`src/design/ils_pkg.sv`:
```
// ----------------------------------------------------------------------------
// ils_pkg: shared types and constants for the indexed list store
// Sizes, request and status codes, the cell command struct and word helpers.
// ----------------------------------------------------------------------------
package ils_pkg;

   localparam int DEPTH      = 16;
   localparam int WORD_WIDTH = 32;

   // fixed field widths of the request and response ports
   localparam int ACTION_W = 3;
   localparam int REQ_IDX_W = 5;
   localparam int DATA_W   = 32;
   localparam int LEN_W    = 5;
   localparam int STATUS_W = 2;

   localparam int IDX_W = (DEPTH > 1) ? $clog2(DEPTH) : 1;
   localparam int CNT_W = $clog2(DEPTH + 1);
   localparam int CMP_W = (CNT_W > REQ_IDX_W) ? CNT_W : REQ_IDX_W;

   localparam logic [ACTION_W-1:0] ACT_PUSH      = 3'd0;
   localparam logic [ACTION_W-1:0] ACT_POP       = 3'd1;
   localparam logic [ACTION_W-1:0] ACT_INSERT    = 3'd2;
   localparam logic [ACTION_W-1:0] ACT_REMOVE    = 3'd3;
   localparam logic [ACTION_W-1:0] ACT_READ      = 3'd4;
   localparam logic [ACTION_W-1:0] ACT_OVERWRITE = 3'd5;
   localparam logic [ACTION_W-1:0] ACT_RESIZE    = 3'd6;

   localparam logic [STATUS_W-1:0] ST_OK   = 2'd0;
   localparam logic [STATUS_W-1:0] ST_FULL = 2'd1;
   localparam logic [STATUS_W-1:0] ST_BAD  = 2'd2;

   typedef enum logic [2:0] {
      CELL_HOLD,
      CELL_LOAD_AT,
      CELL_INSERT,
      CELL_REMOVE,
      CELL_FILL
   } cell_op_type;

   typedef struct packed {
      cell_op_type       op;
      logic [CNT_W-1:0]  pos;
      logic [CNT_W-1:0]  lim;
   } cell_cmd_type;

   typedef struct packed {
      logic                rd_en;
      logic [IDX_W-1:0]    rd_sel;
      logic [STATUS_W-1:0] status;
      logic [CNT_W-1:0]    next_count;
   } ctrl_res_type;

   function automatic logic [WORD_WIDTH-1:0] data_to_word(logic [DATA_W-1:0] d);
      logic [63:0] t;
      t = 64'(d);
      return t[WORD_WIDTH-1:0];
   endfunction

   function automatic logic [DATA_W-1:0] word_to_data(logic [WORD_WIDTH-1:0] w);
      logic [63:0] t;
      t = 64'(w);
      return t[DATA_W-1:0];
   endfunction

endpackage

```
`src/design/ils_cell.sv`:
```
// ----------------------------------------------------------------------------
// ils_cell: one list entry
// Holds one word and each cycle keeps it, loads the request word, or takes
// the word of its lower or upper neighbor.
// ----------------------------------------------------------------------------
module ils_cell (
   input  logic                          clock,
   input  logic [ils_pkg::IDX_W-1:0]      cell_index,
   input  ils_pkg::cell_cmd_type          cmd,
   input  logic [ils_pkg::WORD_WIDTH-1:0] load_word,
   input  logic [ils_pkg::WORD_WIDTH-1:0] lower_word,
   input  logic [ils_pkg::WORD_WIDTH-1:0] upper_word,
   output logic [ils_pkg::WORD_WIDTH-1:0] word
);
   import ils_pkg::*;

   logic [WORD_WIDTH-1:0] word_ff;
   logic [WORD_WIDTH-1:0] word_in;
   logic [CNT_W-1:0]      me;
   logic [CNT_W-1:0]      me_next;

   assign me      = CNT_W'(cell_index);
   assign me_next = CNT_W'(me + 1'b1);

   always_comb begin
      word_in = word_ff;
      unique case (cmd.op)
         CELL_LOAD_AT: begin
            if (me == cmd.pos) word_in = load_word;
         end
         CELL_INSERT: begin
            // entries from pos up to the old end move up one place
            if (me == cmd.pos) word_in = load_word;
            else if (me > cmd.pos && me <= cmd.lim) word_in = lower_word;
         end
         CELL_REMOVE: begin
            if (me >= cmd.pos && me_next < cmd.lim) word_in = upper_word;
         end
         CELL_FILL: begin
            if (me >= cmd.pos && me < cmd.lim) word_in = load_word;
         end
         default: begin
            word_in = word_ff;
         end
      endcase
   end

   always_ff @(posedge clock) begin
      word_ff <= word_in;
   end

   assign word = word_ff;

endmodule

```
`src/design/ils_ctrl.sv`:
```
// ----------------------------------------------------------------------------
// ils_ctrl: request decoder
// Checks a request against the current length and turns it into a command
// for the cell row, a read select, a status and the next length.
// ----------------------------------------------------------------------------
module ils_ctrl (
   input  logic [ils_pkg::ACTION_W-1:0]  action,
   input  logic [ils_pkg::REQ_IDX_W-1:0] index,
   input  logic [ils_pkg::REQ_IDX_W-1:0] new_length,
   input  logic [ils_pkg::CNT_W-1:0]     count,
   output ils_pkg::cell_cmd_type         cmd,
   output ils_pkg::ctrl_res_type         res
);
   import ils_pkg::*;

   logic [CMP_W-1:0] cnt_x;
   logic [CMP_W-1:0] idx_x;
   logic [CMP_W-1:0] nlen_x;
   logic [CMP_W-1:0] depth_x;
   logic [CNT_W-1:0] cnt_up;
   logic [CNT_W-1:0] cnt_dn;

   assign cnt_x   = CMP_W'(count);
   assign idx_x   = CMP_W'(index);
   assign nlen_x  = CMP_W'(new_length);
   assign depth_x = CMP_W'(DEPTH);
   assign cnt_up  = CNT_W'(count + 1'b1);
   assign cnt_dn  = CNT_W'(count - 1'b1);

   always_comb begin
      cmd.op         = CELL_HOLD;
      cmd.pos        = count;
      cmd.lim        = count;
      res.rd_en      = 1'b0;
      res.rd_sel     = IDX_W'(idx_x);
      res.status     = ST_OK;
      res.next_count = count;
      unique case (action)
         ACT_PUSH: begin
            if (cnt_x >= depth_x) begin
               res.status = ST_FULL;
            end else begin
               cmd.op         = CELL_LOAD_AT;
               res.next_count = cnt_up;
            end
         end
         ACT_POP: begin
            if (count == '0) begin
               res.status = ST_BAD;
            end else begin
               res.rd_en      = 1'b1;
               res.rd_sel     = IDX_W'(cnt_dn);
               res.next_count = cnt_dn;
            end
         end
         ACT_INSERT: begin
            // index is checked before fullness
            if (idx_x > cnt_x) begin
               res.status = ST_BAD;
            end else if (cnt_x >= depth_x) begin
               res.status = ST_FULL;
            end else begin
               cmd.op         = CELL_INSERT;
               cmd.pos        = CNT_W'(idx_x);
               res.next_count = cnt_up;
            end
         end
         ACT_REMOVE: begin
            if (idx_x >= cnt_x) begin
               res.status = ST_BAD;
            end else begin
               cmd.op         = CELL_REMOVE;
               cmd.pos        = CNT_W'(idx_x);
               res.next_count = cnt_dn;
            end
         end
         ACT_READ: begin
            if (idx_x >= cnt_x) res.status = ST_BAD;
            else res.rd_en = 1'b1;
         end
         ACT_OVERWRITE: begin
            if (idx_x >= cnt_x) begin
               res.status = ST_BAD;
            end else begin
               cmd.op  = CELL_LOAD_AT;
               cmd.pos = CNT_W'(idx_x);
            end
         end
         ACT_RESIZE: begin
            if (nlen_x > depth_x) begin
               res.status = ST_FULL;
            end else begin
               // only the grown tail is filled; shrinking just drops the length
               cmd.op         = CELL_FILL;
               cmd.lim        = CNT_W'(nlen_x);
               res.next_count = CNT_W'(nlen_x);
            end
         end
         default: begin
            res.status = ST_OK;
         end
      endcase
   end

endmodule

```
`src/design/indexed_list_store_core.sv`:
```
// ----------------------------------------------------------------------------
// indexed_list_store_core: ordered list of words in a row of shifting cells
// Push, pop, insert, remove, read, overwrite and resize on a fixed store.
// ----------------------------------------------------------------------------
//  channel    ports                                   handshake
//  request    req_action req_index req_value          start high, busy low
//             req_new_length
//  response   rsp_read_data rsp_length rsp_status     rsp_valid for one cycle
//
//  all cells shift in parallel, so insert and remove finish as fast as a
//  read; the response shows the cycle after accept.
//  busy stays low and a request may be given in every cycle.
//  reset clears the length and the response strobe; cell contents are kept.
//  the receiver cannot stall; a response is gone after its one cycle.
// ----------------------------------------------------------------------------
module indexed_list_store_core (
   input  logic                           clock,
   input  logic                           reset,
   input  logic                           start,
   output logic                           busy,
   input  logic [ils_pkg::ACTION_W-1:0]   req_action,
   input  logic [ils_pkg::REQ_IDX_W-1:0]  req_index,
   input  logic [ils_pkg::DATA_W-1:0]     req_value,
   input  logic [ils_pkg::REQ_IDX_W-1:0]  req_new_length,
   output logic                           rsp_valid,
   output logic [ils_pkg::DATA_W-1:0]     rsp_read_data,
   output logic [ils_pkg::LEN_W-1:0]      rsp_length,
   output logic [ils_pkg::STATUS_W-1:0]   rsp_status
);
   import ils_pkg::*;

   logic                               accept;
   logic [CNT_W-1:0]                   count_ff;
   logic [CNT_W-1:0]                   count_in;
   logic                               rsp_valid_ff;
   logic [DATA_W-1:0]                  rsp_data_ff;
   logic [DATA_W-1:0]                  rsp_data_in;
   logic [CNT_W-1:0]                   rsp_len_ff;
   logic [STATUS_W-1:0]                rsp_status_ff;
   cell_cmd_type                       dec_cmd;
   cell_cmd_type                       cell_cmd;
   ctrl_res_type                       dec_res;
   logic [WORD_WIDTH-1:0]              load_word;
   logic [DEPTH-1:0][WORD_WIDTH-1:0]   words;

   assign busy   = 1'b0;
   assign accept = start && !busy;

   ils_ctrl u_ctrl (
      .action     (req_action),
      .index      (req_index),
      .new_length (req_new_length),
      .count      (count_ff),
      .cmd        (dec_cmd),
      .res        (dec_res)
   );

   always_comb begin
      cell_cmd = dec_cmd;
      if (!accept || reset) cell_cmd.op = CELL_HOLD;
   end

   assign load_word = data_to_word(req_value);

   for (genvar g = 0; g < DEPTH; g++) begin : g_cell
      logic [WORD_WIDTH-1:0] lower_w;
      logic [WORD_WIDTH-1:0] upper_w;
      if (g == 0) begin : g_first
         assign lower_w = '0;
      end else begin : g_mid_lo
         assign lower_w = words[g-1];
      end
      if (g == DEPTH - 1) begin : g_last
         assign upper_w = '0;
      end else begin : g_mid_hi
         assign upper_w = words[g+1];
      end
      ils_cell u_cell (
         .clock      (clock),
         .cell_index (IDX_W'(g)),
         .cmd        (cell_cmd),
         .load_word  (load_word),
         .lower_word (lower_w),
         .upper_word (upper_w),
         .word       (words[g])
      );
   end

   always_comb begin
      count_in    = accept ? dec_res.next_count : count_ff;
      rsp_data_in = dec_res.rd_en ? word_to_data(words[dec_res.rd_sel]) : '0;
   end

   always_ff @(posedge clock) begin
      if (reset) begin
         count_ff     <= '0;
         rsp_valid_ff <= 1'b0;
      end else begin
         count_ff     <= count_in;
         rsp_valid_ff <= accept;
      end
   end

   always_ff @(posedge clock) begin
      if (accept) begin
         rsp_data_ff   <= rsp_data_in;
         rsp_len_ff    <= dec_res.next_count;
         rsp_status_ff <= dec_res.status;
      end
   end

   assign rsp_valid     = rsp_valid_ff;
   assign rsp_read_data = rsp_data_ff;
   assign rsp_length    = LEN_W'(rsp_len_ff);
   assign rsp_status    = rsp_status_ff;

endmodule

```
`config.mk`:
```
export PLATFORM = sky130hd
export DESIGN_NAME = indexed_list_store_core
export DESIGN_NICKNAME = d
export VERILOG_FILES = /design/src/design/ils_pkg.sv /design/src/design/ils_cell.sv /design/src/design/ils_ctrl.sv /design/src/design/indexed_list_store_core.sv
export SDC_FILE = /design/constraint.sdc
export NUM_CORES = 2
export LEC_CHECK = 0
export ABC_CLOCK_PERIOD_IN_PS = 9400
export BUFFER_PORTS_ARGS = -buffer_cell sky130_fd_sc_hd__buf_2
export CORE_UTILIZATION = 50
export DETAILED_ROUTE_END_ITERATION = 10
export PLACE_DENSITY = 0.76
export RECOVER_POWER = 50
export SYNTH_ARGS = -nofsm -noshare
export SYNTH_HDL_FRONTEND = slang
export SYNTH_SLANG_ARGS = --single-unit
```
`constraint.sdc`:
```
create_clock -name clock -period 9.4 [get_ports clock]
set_clock_uncertainty 0.1 [all_clocks]
set_input_delay 0.94 -clock clock [delete_from_list [all_inputs] [get_ports clock]]
set_output_delay 0.94 -clock clock [all_outputs]
set_load 0.005 [all_outputs]
```
==> impl_table.tex <==
\begin{tabular}{lr}
\hline
Metric & Value \\
\hline
\multicolumn{2}{l}{\textbf{Outcome}} \\
\quad Result of the run & finished with violations \\
\quad Violated checks & max-capacitance violations, max-slew violations \\
\multicolumn{2}{l}{\textbf{Route}} \\
\quad Total Wirelength & 111000 um \\
\quad Total via count after detailed routing & 29100 \\
\quad DRC violation count after routing & 0 \\
\quad Final antenna-violating net count & 0 \\
\quad Via density & 7.17 \\
\quad Avg WL per Cell & 27.3 um \\
\quad Number of detailed-route iterations in the first pass & 7 \\
\quad Number of design-rule violations left by the first detailed-router iteration & 4920 \\
\multicolumn{2}{l}{\textbf{Logic synthesis}} \\
\quad Yosys top cell by area & sky130\_fd\_sc\_hd\_\_edfxtp\_1 \\
\quad Syn Inst Count & 3340 \\
\quad Total nets after synthesis & 3396 \\
\quad Post-synthesis register bit count & 557 \\
\quad Seq/Total Area, Yosys & 0.518 \\
\quad Top-area cell type share of the netlist area & 0.515 \\
\quad EDFF count, synth & 551 \\
\quad Post-synth cell types & 71 \\
\quad Most used flip-flop cell after synthesis & sky130\_fd\_sc\_hd\_\_edfxtp\_1 \\
\quad Average size of a mapped cell & 9.62 sq um \\
\quad Yosys Warn Count & 0 \\
\quad Post-synthesis async set-or-reset flop share & 0 \\
\quad Top area cells in the synthesized netlist & sky130\_fd\_sc\_hd\_\_edfxtp\_1, sky130\_fd\_sc\_hd\_\_a2bb2oi\_1, sky130\_fd\_sc\_hd\_\_o22ai\_1 \\
\quad Mapped cell area & 0.0321 sq mm \\
\multicolumn{2}{l}{\textbf{Hold path}} \\
\quad Path type of the worst min-delay path & register to register \\
\multicolumn{2}{l}{\textbf{Clock network}} \\
\quad Hold\_buf cts & 0 \\
\quad Clock edge transition at the registers on the reported setup and hold paths & 0.06 ns \\
\quad Resize count post-CTS & 0 \\
\quad Worst skew pair latency & 0.67 ns \\
\quad H-tree levels & 2 \\
\quad Buffers from clock root to sink, at most & 3 \\
\quad Inserted Clock Buffers & 59 \\
\quad \# clock sinks & 557 \\
\quad Clock tree root driver cell & sky130\_fd\_sc\_hd\_\_clkbuf\_16 \\
\quad Setup bufs post-CTS & 0 \\
\quad TritonCTS clock tree & done \\
\multicolumn{2}{l}{\textbf{Setup path}} \\
\quad Critical path start-end classification & register to register \\
\quad R2r worst-path depth & 11 \\
\quad Type of element launching the critical path & register \\
\quad Crit Reg-Reg Startpoint & count\_ff[4] \\
\quad Capturing element of the worst setup path & g\_cell[15].u\_cell.word[10] \\
\quad Critical path endpoint category & register \\
\quad Highest net fanout along the worst path & 17 \\
\quad Worst R2R End & g\_cell[15].u\_cell.word[10] \\
\quad Crit path required time & 9.81 ns \\
\quad Register-to-register path setup slack & 1.70 ns \\
\quad Worst setup path startpoint & count\_ff[4] \\
\quad Data arrival time of the critical path & 8.11 ns \\
\multicolumn{2}{l}{\textbf{Global route}} \\
\quad Number of global-route vias before repair & 27400 \\
\quad Global route overflow & 0 \\
\quad Initial antenna violation count & 8 \\
\quad Largest net degree at the start of global routing & 205 \\
\quad Global-route wire length before repair & 168000 um \\
\quad All-layer global routing usage & 0.328 \\
\multicolumn{2}{l}{\textbf{Die}} \\
\quad Die width & 256 um \\
\quad Die footprint & 0.0653 sq mm \\
\quad Placement Rows & 92 \\
\quad Number of top-level pins & 89 \\
\quad Floorplan core area & 0.0633 sq mm \\
\quad Die Y-Extent & 256 um \\
\quad Initial core utilization & 0.508 \\
\multicolumn{2}{l}{\textbf{Pwr}} \\
\quad Maximum vdd ir drop & 0.154 mV \\
\quad Leakage & 0.0122 uW \\
\quad Total chip power & 6340 uW \\
\quad Power density over the cells & 182 mW/mm\^{}2 \\
\multicolumn{2}{l}{\textbf{STA}} \\
\quad Number of endpoints with negative hold slack in the final report & 0 \\
\quad Worst Max-Slew Pin Slew & 4.09 ns \\
\quad Count of pins over their slew limit & 633 \\
\quad Clock period minus worst slack & 7.70 ns \\
\quad Setup repair after global routing missed its margin & false \\
\quad Rel. slew slack & -1.73 \\
\quad Final worst-path cycle share & 0.819 \\
\quad Fmax achieved & 0.130 GHz \\
\quad Total negative slack & 0 ns \\
\quad Number of failing setup endpoints in the final timing report & 0 \\
\multicolumn{2}{l}{\textbf{Cells and area}} \\
\quad Register cell area after layout & 0.0167 sq mm \\
\quad Total Nets Final & 3215 \\
\quad Layout fillers & 5584 \\
\quad Layout cells sized above 1 & 0.0807 \\
\quad Highest-count cells in the layout ignoring fill and taps & sky130\_fd\_sc\_hd\_\_nand2\_1, sky130\_fd\_sc\_hd\_\_edfxtp\_1, sky130\_fd\_sc\_hd\_\_o22ai\_1 \\
\quad Most common cell after layout, fill and taps aside & sky130\_fd\_sc\_hd\_\_nand2\_1 \\
\quad Area taken by multi-input logic gates & 0.0142 sq mm \\
\quad Area Overhead vs Synth & 8.33\% \\
\multicolumn{2}{l}{\textbf{Placed design}} \\
\quad Routability-driven placement congestion ratio & 0.925 \\
\quad Number of port buffers & 87 \\
\quad Final HPWL from detailed placement & 60200 um \\
\multicolumn{2}{l}{\textbf{Flow run}} \\
\quad Maximum capacitance violations & 16 \\
\hline
\end{tabular}
## how the worst min path moves through the flow
stage	cells after the start	to	from	slack, ns
after global routing	1	g_cell[0].u_cell.word[10]	g_cell[1].u_cell.word[10]	0.52
after CTS	2	rsp_valid	reset	0.50
after detailed placement	1	g_cell[15].u_cell.word[31]	g_cell[14].u_cell.word[31]	0.48
after floorplan	2	g_cell[7].u_cell.word[25]	g_cell[8].u_cell.word[25]	0.45
after global placement	2	g_cell[7].u_cell.word[26]	g_cell[8].u_cell.word[26]	0.48
final	2	g_cell[7].u_cell.word[26]	g_cell[8].u_cell.word[26]	0.50
## area by class of cell
cell class                      count  share of cell area
Inverter                           38             0.00410
Multi-Input combinational cell   2349               0.408
Clock buffer                       71              0.0437
Timing Repair Buffer              154              0.0253
Clock inverter                     39              0.0101
Antenna cell                        3            0.000216
Tap cell                          846              0.0304
Sequential cell                   557               0.479
## synthesized netlist by cell type, types with 17 or more instances
master,n
sky130_fd_sc_hd__a21oi_1,106
sky130_fd_sc_hd__a222oi_1,23
sky130_fd_sc_hd__a22o_1,96
sky130_fd_sc_hd__buf_1,52
sky130_fd_sc_hd__nand2_1,628
sky130_fd_sc_hd__edfxtp_1,551
sky130_fd_sc_hd__clkbuf_1,291
sky130_fd_sc_hd__o21ai_0,94
sky130_fd_sc_hd__nor3_1,18
sky130_fd_sc_hd__nand3_1,332
sky130_fd_sc_hd__a2bb2oi_1,353
sky130_fd_sc_hd__nor2_1,90
sky130_fd_sc_hd__o22ai_1,423
sky130_fd_sc_hd__inv_1,36
sky130_fd_sc_hd__buf_2,50
sky130_fd_sc_hd__o21a_1,17
## power breakdown
group          total, uW  leakage (uW)  internal, uW  switching, uW
Combinational       1120       0.00625           353            770
Clock               2310      0.000895          1270           1050
Sequential          2900       0.00509          2840           58.7
Total               6340        0.0122          4460           1880
## routing by layer
layer	track usage	wire [um]
met1	0.444	40900
met5	0	69
met3	0.0902	16300
met2	0.503	49500
met4	0.123	4190
## cells by family after synthesis
family,synth area share
flip-flops,0.518
other,0.000117
adder cells (fa/ha/maj),0.00311
XOR/XNOR,0.000818
AO/OA/AOI/OAI,0.273
buffers and inverters,0.0530
AND/OR/NAND/NOR,0.150
multiplexers,0.000934
## stage by stage
stage | area (sq um) | utilization | setup WS [ns] | cells | hold WS, ns
2_1_floorplan | 32100 | - | 0.895 | 3340 | 0.454
3_3_place_gp | 33100 | 0.522 | 3.36 | 3944 | 0.477
3_5_place_dp | 33100 | 0.522 | 3.26 | 3944 | 0.485
4_1_cts | 34900 | 0.552 | 3.39 | 4054 | 0.497
5_1_grt | 34800 | 0.550 | 1.51 | 4056 | 0.520
6_report | 34800 | 0.550 | 1.70 | 4057 | 0.503
## sequential cells by signal, indices dropped and copies added (netlist names)
| name | count |
|---|---|
| rsp_length | 5 |
| rsp_valid | 1 |
| rsp_read_data | 32 |
| g_cell.u_cell.word | 512 |
| rsp_status | 2 |
| count_ff | 5 |
## critical path, stage by stage (launching register included)
cell and delay [ns]:
sky130_fd_sc_hd__dfxtp_1 0.70, sky130_fd_sc_hd__inv_1 0.31, sky130_fd_sc_hd__ha_1 0.43, sky130_fd_sc_hd__and4b_1 0.30, sky130_fd_sc_hd__and3_1 0.22, sky130_fd_sc_hd__a21oi_1 0.70
sky130_fd_sc_hd__nand3_1 0.27, sky130_fd_sc_hd__and2_1 0.53, sky130_fd_sc_hd__or3_4 0.55, sky130_fd_sc_hd__o21ai_0 2.63, sky130_fd_sc_hd__buf_4 0.62, sky130_fd_sc_hd__a22o_1 0.19
No activity file was read; power rests on OpenSTA's default activity.
